[src/i2a_pkg.sv]
// i2a_pkg: shared types and constants for the integer to ASCII converter.
// No dependencies; every module of the block refers to it by scoped names.
`timescale 1ns / 1ps

package i2a_pkg;

    // Format command codes
    localparam logic [1:0] CMD_SIGNED_DEC   = 2'd0;
    localparam logic [1:0] CMD_UNSIGNED_DEC = 2'd1;
    localparam logic [1:0] CMD_HEX          = 2'd2;

    // ASCII characters used in the output string
    localparam logic [7:0] ASCII_MINUS = 8'h2d;
    localparam logic [7:0] ASCII_ZERO  = 8'h30;
    localparam logic [7:0] ASCII_LC_A  = 8'h61;

    // Queue status seen by the front and the back
    typedef struct packed {
        logic full;
        logic valid;
    } t_q_status;

    // Back-end sequencer states
    typedef enum logic [2:0] {
        ST_IDLE,
        ST_CONV,
        ST_NORM,
        ST_SIGN,
        ST_EMIT
    } t_back_state;

endpackage

[src/i2a_front.sv]
// i2a_front: accepts a word and a command, registers the classified item
// (magnitude, hex flag, negative flag) and hands it to the queue. Uses i2a_pkg.
`timescale 1ns / 1ps

module i2a_front #(
    parameter int VALUE_WIDTH = 32
) (
    input  logic                   i_clk,
    input  logic                   i_rst_n,
    input  logic                   i_start,
    input  logic [VALUE_WIDTH-1:0] i_value,
    input  logic [1:0]             i_command,
    input  i2a_pkg::t_q_status     i_q,
    output logic                   o_busy,
    output logic                   o_push,
    output logic [VALUE_WIDTH+1:0] o_item
);

    logic                   r_valid;
    logic [VALUE_WIDTH-1:0] r_mag;
    logic                   r_hex;
    logic                   r_neg;
    logic                   n_valid;
    logic [VALUE_WIDTH-1:0] n_mag;
    logic                   n_hex;
    logic                   n_neg;
    logic                   accept;
    logic                   is_neg;

    // Holding register frees up whenever the queue takes its item
    assign o_busy = r_valid && i_q.full;
    assign o_push = r_valid && !i_q.full;
    assign accept = i_start && !o_busy;
    assign o_item = {r_neg, r_hex, r_mag};

    // Classify: sign only matters in signed decimal, hex selects radix 16
    assign is_neg = (i_command == i2a_pkg::CMD_SIGNED_DEC) && i_value[VALUE_WIDTH-1];

    always_comb begin
        n_valid = r_valid;
        n_mag   = r_mag;
        n_hex   = r_hex;
        n_neg   = r_neg;
        if (o_push) begin
            n_valid = 1'b0;
        end
        if (accept) begin
            n_valid = 1'b1;
            n_hex   = (i_command == i2a_pkg::CMD_HEX);
            n_neg   = is_neg;
            n_mag   = is_neg ? (~i_value + VALUE_WIDTH'(1)) : i_value;
        end
    end

    always_ff @(posedge i_clk) begin
        if (!i_rst_n) begin
            r_valid <= 1'b0;
        end else begin
            r_valid <= n_valid;
        end
        r_mag <= n_mag;
        r_hex <= n_hex;
        r_neg <= n_neg;
    end

endmodule

[src/i2a_queue.sv]
// i2a_queue: two-entry item queue between the front and the back end.
// Uses i2a_pkg for the status struct.
`timescale 1ns / 1ps

module i2a_queue #(
    parameter int WIDTH = 34
) (
    input  logic               i_clk,
    input  logic               i_rst_n,
    input  logic               i_push,
    input  logic [WIDTH-1:0]   i_item,
    input  logic               i_pop,
    output logic [WIDTH-1:0]   o_item,
    output i2a_pkg::t_q_status o_status
);

    localparam int DEPTH = 2;
    localparam int AW    = $clog2(DEPTH);
    localparam int CW    = $clog2(DEPTH + 1);

    logic [WIDTH-1:0] r_mem [DEPTH];
    logic [AW-1:0]    r_wptr;
    logic [AW-1:0]    r_rptr;
    logic [CW-1:0]    r_count;
    logic [AW-1:0]    n_wptr;
    logic [AW-1:0]    n_rptr;
    logic [CW-1:0]    n_count;
    logic             do_push;
    logic             do_pop;

    assign o_status.full  = (r_count == CW'(DEPTH));
    assign o_status.valid = (r_count != '0);
    assign o_item         = r_mem[r_rptr];
    assign do_push        = i_push && !o_status.full;
    assign do_pop         = i_pop && o_status.valid;

    // Pointer wrap and occupancy
    always_comb begin
        n_wptr  = r_wptr;
        n_rptr  = r_rptr;
        n_count = r_count;
        if (do_push) begin
            n_wptr = (r_wptr == AW'(DEPTH - 1)) ? '0 : r_wptr + AW'(1);
        end
        if (do_pop) begin
            n_rptr = (r_rptr == AW'(DEPTH - 1)) ? '0 : r_rptr + AW'(1);
        end
        if (do_push && !do_pop) begin
            n_count = r_count + CW'(1);
        end else if (do_pop && !do_push) begin
            n_count = r_count - CW'(1);
        end
    end

    always_ff @(posedge i_clk) begin
        if (!i_rst_n) begin
            r_wptr  <= '0;
            r_rptr  <= '0;
            r_count <= '0;
        end else begin
            r_wptr  <= n_wptr;
            r_rptr  <= n_rptr;
            r_count <= n_count;
        end
        if (do_push) begin
            r_mem[r_wptr] <= i_item;
        end
    end

endmodule

[src/i2a_back.sv]
// i2a_back: converts one queued item to digits (shift-and-add-3, four bits
// a cycle, decimal), drops leading zeros, sends characters. Uses i2a_pkg.
`timescale 1ns / 1ps

module i2a_back #(
    parameter int VALUE_WIDTH = 32
) (
    input  logic                   i_clk,
    input  logic                   i_rst_n,
    input  i2a_pkg::t_q_status     i_q,
    input  logic [VALUE_WIDTH+1:0] i_item,
    output logic                   o_pop,
    output logic                   o_strobe,
    output logic [7:0]             o_out_char,
    output logic                   o_last
);

    // Digit counts: decimal digits of the largest word, hex nibbles
    localparam int NDEC = (VALUE_WIDTH * 30103) / 100000 + 1;
    localparam int NHEX = (VALUE_WIDTH + 3) / 4;
    localparam int NDIG = (NDEC > NHEX) ? NDEC : NHEX;
    localparam int WP   = NHEX * 4;
    localparam int DW   = NDIG * 4;
    localparam int CW   = $clog2(NDIG + 1);
    localparam int IW   = $clog2(NHEX + 1);
    localparam int SKIP_MAX = (NDIG < 4) ? NDIG : 4;

    i2a_pkg::t_back_state r_state;
    i2a_pkg::t_back_state n_state;

    logic [DW-1:0]  r_dig;
    logic [WP-1:0]  r_bin;
    logic [CW-1:0]  r_cnt;
    logic [IW-1:0]  r_iter;
    logic           r_neg;
    logic           r_strobe;
    logic [7:0]     r_char;
    logic           r_last;
    logic [DW-1:0]  n_dig;
    logic [WP-1:0]  n_bin;
    logic [CW-1:0]  n_cnt;
    logic [IW-1:0]  n_iter;
    logic           n_neg;
    logic           n_strobe;
    logic [7:0]     n_char;
    logic           n_last;

    logic [DW+WP-1:0] dab;
    logic [2:0]       skip;
    logic             zero_run;
    logic [3:0]       top_digit;

    function automatic logic [7:0] to_ascii(input logic [3:0] d);
        logic [7:0] c;
        if (d < 4'd10) begin
            c = i2a_pkg::ASCII_ZERO + {4'd0, d};
        end else begin
            c = i2a_pkg::ASCII_LC_A + {4'd0, d} - 8'd10;
        end
        return c;
    endfunction

    assign top_digit  = r_dig[DW-1 -: 4];
    assign o_strobe   = r_strobe;
    assign o_out_char = r_char;
    assign o_last     = r_last;

    // Four shift-and-add-3 steps on the digit and binary registers
    always_comb begin
        dab = {r_dig, r_bin};
        for (int s = 0; s < 4; s++) begin
            for (int j = 0; j < NDIG; j++) begin
                if (dab[WP + 4*j +: 4] >= 4'd5) begin
                    dab[WP + 4*j +: 4] = dab[WP + 4*j +: 4] + 4'd3;
                end
            end
            dab = dab << 1;
        end
    end

    // Leading zeros dropped up to four a cycle, always keeping one digit
    always_comb begin
        zero_run = 1'b1;
        skip     = 3'd0;
        for (int k = 0; k < SKIP_MAX; k++) begin
            zero_run = zero_run && (r_dig[4*(NDIG-1-k) +: 4] == 4'd0);
            if (zero_run && (CW'(k + 1) < r_cnt)) begin
                skip = 3'(k + 1);
            end
        end
    end

    // Sequencer: next state and outputs
    always_comb begin
        n_state  = r_state;
        n_dig    = r_dig;
        n_bin    = r_bin;
        n_cnt    = r_cnt;
        n_iter   = r_iter;
        n_neg    = r_neg;
        n_strobe = 1'b0;
        n_char   = r_char;
        n_last   = r_last;
        o_pop    = 1'b0;
        unique case (r_state)
            i2a_pkg::ST_IDLE: begin
                if (i_q.valid) begin
                    o_pop  = 1'b1;
                    n_neg  = i_item[VALUE_WIDTH+1];
                    n_cnt  = CW'(NDIG);
                    n_iter = IW'(NHEX);
                    if (i_item[VALUE_WIDTH]) begin
                        n_dig   = DW'(WP'(i_item[VALUE_WIDTH-1:0]));
                        n_state = i2a_pkg::ST_NORM;
                    end else begin
                        n_dig   = '0;
                        n_bin   = WP'(i_item[VALUE_WIDTH-1:0]);
                        n_state = i2a_pkg::ST_CONV;
                    end
                end
            end
            i2a_pkg::ST_CONV: begin
                n_dig  = dab[DW+WP-1 -: DW];
                n_bin  = dab[WP-1:0];
                n_iter = r_iter - IW'(1);
                if (r_iter == IW'(1)) begin
                    n_state = i2a_pkg::ST_NORM;
                end
            end
            i2a_pkg::ST_NORM: begin
                if (skip != 3'd0) begin
                    n_dig = r_dig << (4 * skip);
                    n_cnt = r_cnt - CW'(skip);
                end else if (r_neg) begin
                    n_state = i2a_pkg::ST_SIGN;
                end else begin
                    n_state = i2a_pkg::ST_EMIT;
                end
            end
            i2a_pkg::ST_SIGN: begin
                n_strobe = 1'b1;
                n_char   = i2a_pkg::ASCII_MINUS;
                n_last   = 1'b0;
                n_state  = i2a_pkg::ST_EMIT;
            end
            i2a_pkg::ST_EMIT: begin
                n_strobe = 1'b1;
                n_char   = to_ascii(top_digit);
                n_last   = (r_cnt == CW'(1));
                n_dig    = r_dig << 4;
                n_cnt    = r_cnt - CW'(1);
                if (r_cnt == CW'(1)) begin
                    n_state = i2a_pkg::ST_IDLE;
                end
            end
            default: begin
                n_state = i2a_pkg::ST_IDLE;
            end
        endcase
    end

    always_ff @(posedge i_clk) begin
        if (!i_rst_n) begin
            r_state  <= i2a_pkg::ST_IDLE;
            r_strobe <= 1'b0;
        end else begin
            r_state  <= n_state;
            r_strobe <= n_strobe;
        end
        r_dig  <= n_dig;
        r_bin  <= n_bin;
        r_cnt  <= n_cnt;
        r_iter <= n_iter;
        r_neg  <= n_neg;
        r_char <= n_char;
        r_last <= n_last;
    end

endmodule

[src/int_to_ascii_digits.sv]
// int_to_ascii_digits: top level of the binary to ASCII decimal/hex converter.
// Instantiates i2a_front, i2a_queue and i2a_back; uses i2a_pkg.
`timescale 1ns / 1ps

// Channel   Ports                          Handshake
// input     i_value, i_command             taken at a clock edge with start high, busy low
// result    o_out_char, o_last             one cycle each while o_strobe is high
//
// A word waits in the front register, then in a two-entry queue.
// Decimal: the item is loaded and converted by shift-and-add-3, then leading zero
// digits are dropped up to four per cycle, then one character is sent per cycle.
// Hex skips the shift-and-add-3 conversion. The back-end sequencer sets the rate.
// Reset (i_rst_n low at a clock edge) empties the queue and stops any string.
// The receiver cannot stall; busy rises only when the front and queue are full.

module int_to_ascii_digits #(
    parameter int VALUE_WIDTH = 32
) (
    input  logic                   i_clk,
    input  logic                   i_rst_n,
    input  logic                   start,
    output logic                   busy,
    input  logic [VALUE_WIDTH-1:0] i_value,
    input  logic [1:0]             i_command,
    output logic                   o_strobe,
    output logic [7:0]             o_out_char,
    output logic                   o_last
);

    i2a_pkg::t_q_status     q_status;
    logic                   push;
    logic                   pop;
    logic [VALUE_WIDTH+1:0] front_item;
    logic [VALUE_WIDTH+1:0] queue_item;

    i2a_front #(
        .VALUE_WIDTH(VALUE_WIDTH)
    ) u_front (
        .i_clk     (i_clk),
        .i_rst_n   (i_rst_n),
        .i_start   (start),
        .i_value   (i_value),
        .i_command (i_command),
        .i_q       (q_status),
        .o_busy    (busy),
        .o_push    (push),
        .o_item    (front_item)
    );

    i2a_queue #(
        .WIDTH(VALUE_WIDTH + 2)
    ) u_queue (
        .i_clk    (i_clk),
        .i_rst_n  (i_rst_n),
        .i_push   (push),
        .i_item   (front_item),
        .i_pop    (pop),
        .o_item   (queue_item),
        .o_status (q_status)
    );

    i2a_back #(
        .VALUE_WIDTH(VALUE_WIDTH)
    ) u_back (
        .i_clk      (i_clk),
        .i_rst_n    (i_rst_n),
        .i_q        (q_status),
        .i_item     (queue_item),
        .o_pop      (pop),
        .o_strobe   (o_strobe),
        .o_out_char (o_out_char),
        .o_last     (o_last)
    );

endmodule

[config.mk]
export PLATFORM = sky130hd
export DESIGN_NAME = int_to_ascii_digits
export DESIGN_NICKNAME = d
export VERILOG_FILES = /design/src/i2a_pkg.sv /design/src/i2a_front.sv /design/src/i2a_queue.sv /design/src/i2a_back.sv /design/src/int_to_ascii_digits.sv
export SDC_FILE = /design/constraint.sdc
export NUM_CORES = 1
export LEC_CHECK = 0
export BUFFER_PORTS_ARGS = -buffer_cell sky130_fd_sc_hd__buf_4
export CORE_ASPECT_RATIO = 1.75
export CORE_MARGIN = 3
export CORE_UTILIZATION = 30
export DETAILED_ROUTE_END_ITERATION = 6
export GPL_TIMING_DRIVEN = 0
export SYNTH_ARGS = -nofsm -noshare
export SYNTH_HDL_FRONTEND = slang
export SYNTH_HIERARCHICAL = 1
export SYNTH_SLANG_ARGS = --single-unit
[constraint.sdc]
create_clock -name i_clk -period 7.25 [get_ports i_clk]
set_input_delay 1.0875 -clock i_clk [delete_from_list [all_inputs] [get_ports i_clk]]
set_output_delay 1.0875 -clock i_clk [all_outputs]
set_load 0.05 [all_outputs]
==> metrics <==
CP startpoint kind flip-flop; DR vias 13,000; Synth Area in Compound Gates 23.4%; largest family of logic cells by synthesized area compound AO/OA/AOI/OAI gates; CP Data Arrival Time 5180 ps; final hold violations 0; remaining global-route overflow 0; sequential-to-total area share from yosys stat 39.2%; synthesized area 0.0151 mm²; root buf cell clkbuf_16; CTS H-tree depth 1; Clock Latency Late Sink 500 ps; total of max-cap violations 0; slowest CP cell o211ai_1; hold_buf cts 0; CTS tree built; Synth async-reset ratio 0%; vias in the first global route 13,300; syn nets 1,719; Layout Skew 10.6 ps; top_reg_cell synth edfxtp_1; status finished clean; share of layout cells above drive strength 1 15.0%; number of synthesized flops with an enable pin 191; Post-CTS Setup Bufs 0; Die Y 303 µm; Max Fclk 0.206 GHz; Die W 176 µm; Routability Congestion 1.00; vias per inst 5.50; port buffer count 45; average routed wire per standard cell 20.0 µm; IO Count 48; Synth cell types 113; fin nets 1,790; clk slew on worst S/H paths 70 ps; TritonCTS Sinks 201; # DRC 0; FF+latch count, synth 201; Bufs on Longest Clock Path 3; # setup viols final 0; post-synthesis mux area share 6.95%; crit path buf inv count 5; simple-gate share of the synthesized area 16.7%; core footprint 0.0497 mm²; count of pins over their slew limit 0; HP Class reg -> reg; XOR/XNOR share of the synthesized area 3.52%; crit path capture type flip-flop; row cnt 108; slew of the pin with the lowest slew margin 1180 ps; critical path class reg -> reg; Tmin final 4850 ps; WL final 47.1 mm; full die area 0.0533 mm²; Fin Setup TNS 0 ps; slowest stage delay, CP 830 ps; initial antenna violation count 0; Adder-Cell Fraction of Synth Area 5.34%; hpwl dp 37.5 mm; total CTS buffers 19; slew margin rel. 20.5%; RSZ-0062 raised after global routing no; Final period util 66.9%; Tot GR Track Use 17.0%; Post-CTS Resized 0; initial drt markers 916; largest net degree at the start of global routing 35; Mapped Cells 1,618; synthesized area per cell 9.36 µm²; ANT cells 0; Crit path top cell by count inv_1; drt first pass iters 5; Ys Warns 6; CP delay by family, top compound AO/OA/AOI/OAI gates; Initial Util 30.4%; antenna viol nets, final 0; Crit Path Max Fanout 10; worst endpoint required time 7580 ps; first-pass GRT wire length 71.4 mm; synth-to-layout area growth 12.1%; CP Cell Sequence clkbuf_1 -> inv_1 -> ha_1 -> and2_1 -> a31oi_1 -> nand3_1 -> o211ai_1 -> inv_1 -> ha_1 -> inv_1 -> o21ai_0 -> a21oi_1 -> nor2_1 -> a21oi_1 -> ha_1 -> inv_1 -> a221oi_2 -> a31oi_1 -> o221ai_1
[cell families after synthesis]
logic type | count (synthesis)
and+or+nand+nor | 517
AOI/OAI and AO/OA | 508
DFF | 201
buffers and inverters | 170
muxes | 96
adders and majority gates | 64
xor gates and xnor gates | 60
other | 2
[cell usage in the layout (no fill, tap or decap), types with 22 or more instances in the layout]
cell type / count
nand2_1: 202
o211ai_1: 24
o21ai_1: 22
a21oi_1: 96
clkbuf_1: 49
nand2b_1: 23
ha_1: 63
buf_2: 23
buf_4: 56
inv_1: 78
mux2i_1: 37
nor3_1: 23
a211oi_1: 36
mux2_2: 55
o21ai_0: 103
xnor2_1: 40
nor2_1: 100
nand3_1: 28
edfxtp_1: 191
[cell usage after synthesis, drive strengths merged, types with 7 or more instances]
library cell  instances  area (µm²)
a221oi               19         185
xor2                 19         166
o31ai                13         103
clkbuf               48         183
a31oi                21         131
xnor2                41         367
nand2               202         758
a22oi                12        90.1
inv                  82         310
mux2                 57         646
and3                 15        93.8
buf                  39         239
o211ai               29         243
or3                  14        92.6
edfxtp              191        5740
a21oi                97         489
a21boi               12        97.6
mux2i                39         407
o211a                 7        70.1
o21a                 15         113
nand4                 7        43.8
nor2                102         388
nor3                 27         145
a211oi               38         295
nand2b               23         144
nand3                29         150
or2                  23         146
a222oi               21         210
nor3b                 9        77.6
o22ai                13        87.6
and2                 19         121
nor2b                16         100
ha                   63         788
nor4                  9        83.8
o21ai               127         643
dfxtp                10         200
a21o                  9        67.6
[stage by stage]
step / setup WS (ps) / hold WS (ps) / instance area, µm² / std cells / util, %
2_1_floorplan: 3260 / 421 / 15100 / 1618 / -
3_3_place_gp: 1410 / 424 / 16300 / 2323 / 32.8
3_5_place_dp: 2500 / 433 / 16400 / 2328 / 33.0
4_1_cts: 2430 / 440 / 17000 / 2361 / 34.1
5_1_grt: 2160 / 455 / 17000 / 2361 / 34.1
6_report: 2400 / 439 / 17000 / 2361 / 34.1
[final timing paths]
path                               start                        endpoint  slack, ps  depth (start not counted)
max            u_back/r_dig[0]$_DFFE_PP_       u_back/r_dig[5]$_DFFE_PP_       2400                         19
min          u_front/r_mag[27]$_DFFE_PP_  u_queue/r_mem[1][27]$_DFFE_PP_        440                          0
max reg2reg    u_back/r_dig[0]$_DFFE_PP_       u_back/r_dig[5]$_DFFE_PP_       2400                         19
min reg2reg  u_front/r_mag[27]$_DFFE_PP_  u_queue/r_mem[1][27]$_DFFE_PP_        440                          0
[worst register-to-register path, delay by kind of cell (launching register included)]
family / cells / cell delay (ps)
buf+inv: 5 / 1000
simple gates: 3 / 340
fa+ha+maj: 3 / 780
flops: 1 / 410
compound gates: 8 / 2150
[flip-flops by register name, summed over array words and instances (netlist names), 3 cells and up, named ones only]
| name | count |
|---|---|
| u_back/r_state | 3 |
| u_back/r_bin | 32 |
| u_back/r_iter | 4 |
| u_front/r_mag | 32 |
| u_back/r_dig | 40 |
| u_queue/r_mem | 68 |
| u_back/o_out_char | 7 |
| u_back/r_cnt | 4 |
[layout make-up]
class | count | area (µm²)
Buffer | 87 | 422
Tap cell | 660 | 826
Inverter | 83 | 314
Sequential cell | 201 | 5940
Clock buffer | 22 | 487
Clock inverter | 11 | 68.8
Fill cell | 5254 | 32800
Multi-Input combinational cell | 1247 | 8510
Timing Repair Buffer | 50 | 419
[metal layers]
layer / GRT usage (%) / part of all wire [%]
met1: 14.6 / 32
met2: 36.1 / 58
met3: 1.80 / 3.4
met4: 10.5 / 6.7
met5: 0 / 0
Power is left out: the tool's default activity adds up to more than one toggle a clock period on the data nets, which glitch-free logic cannot reach.
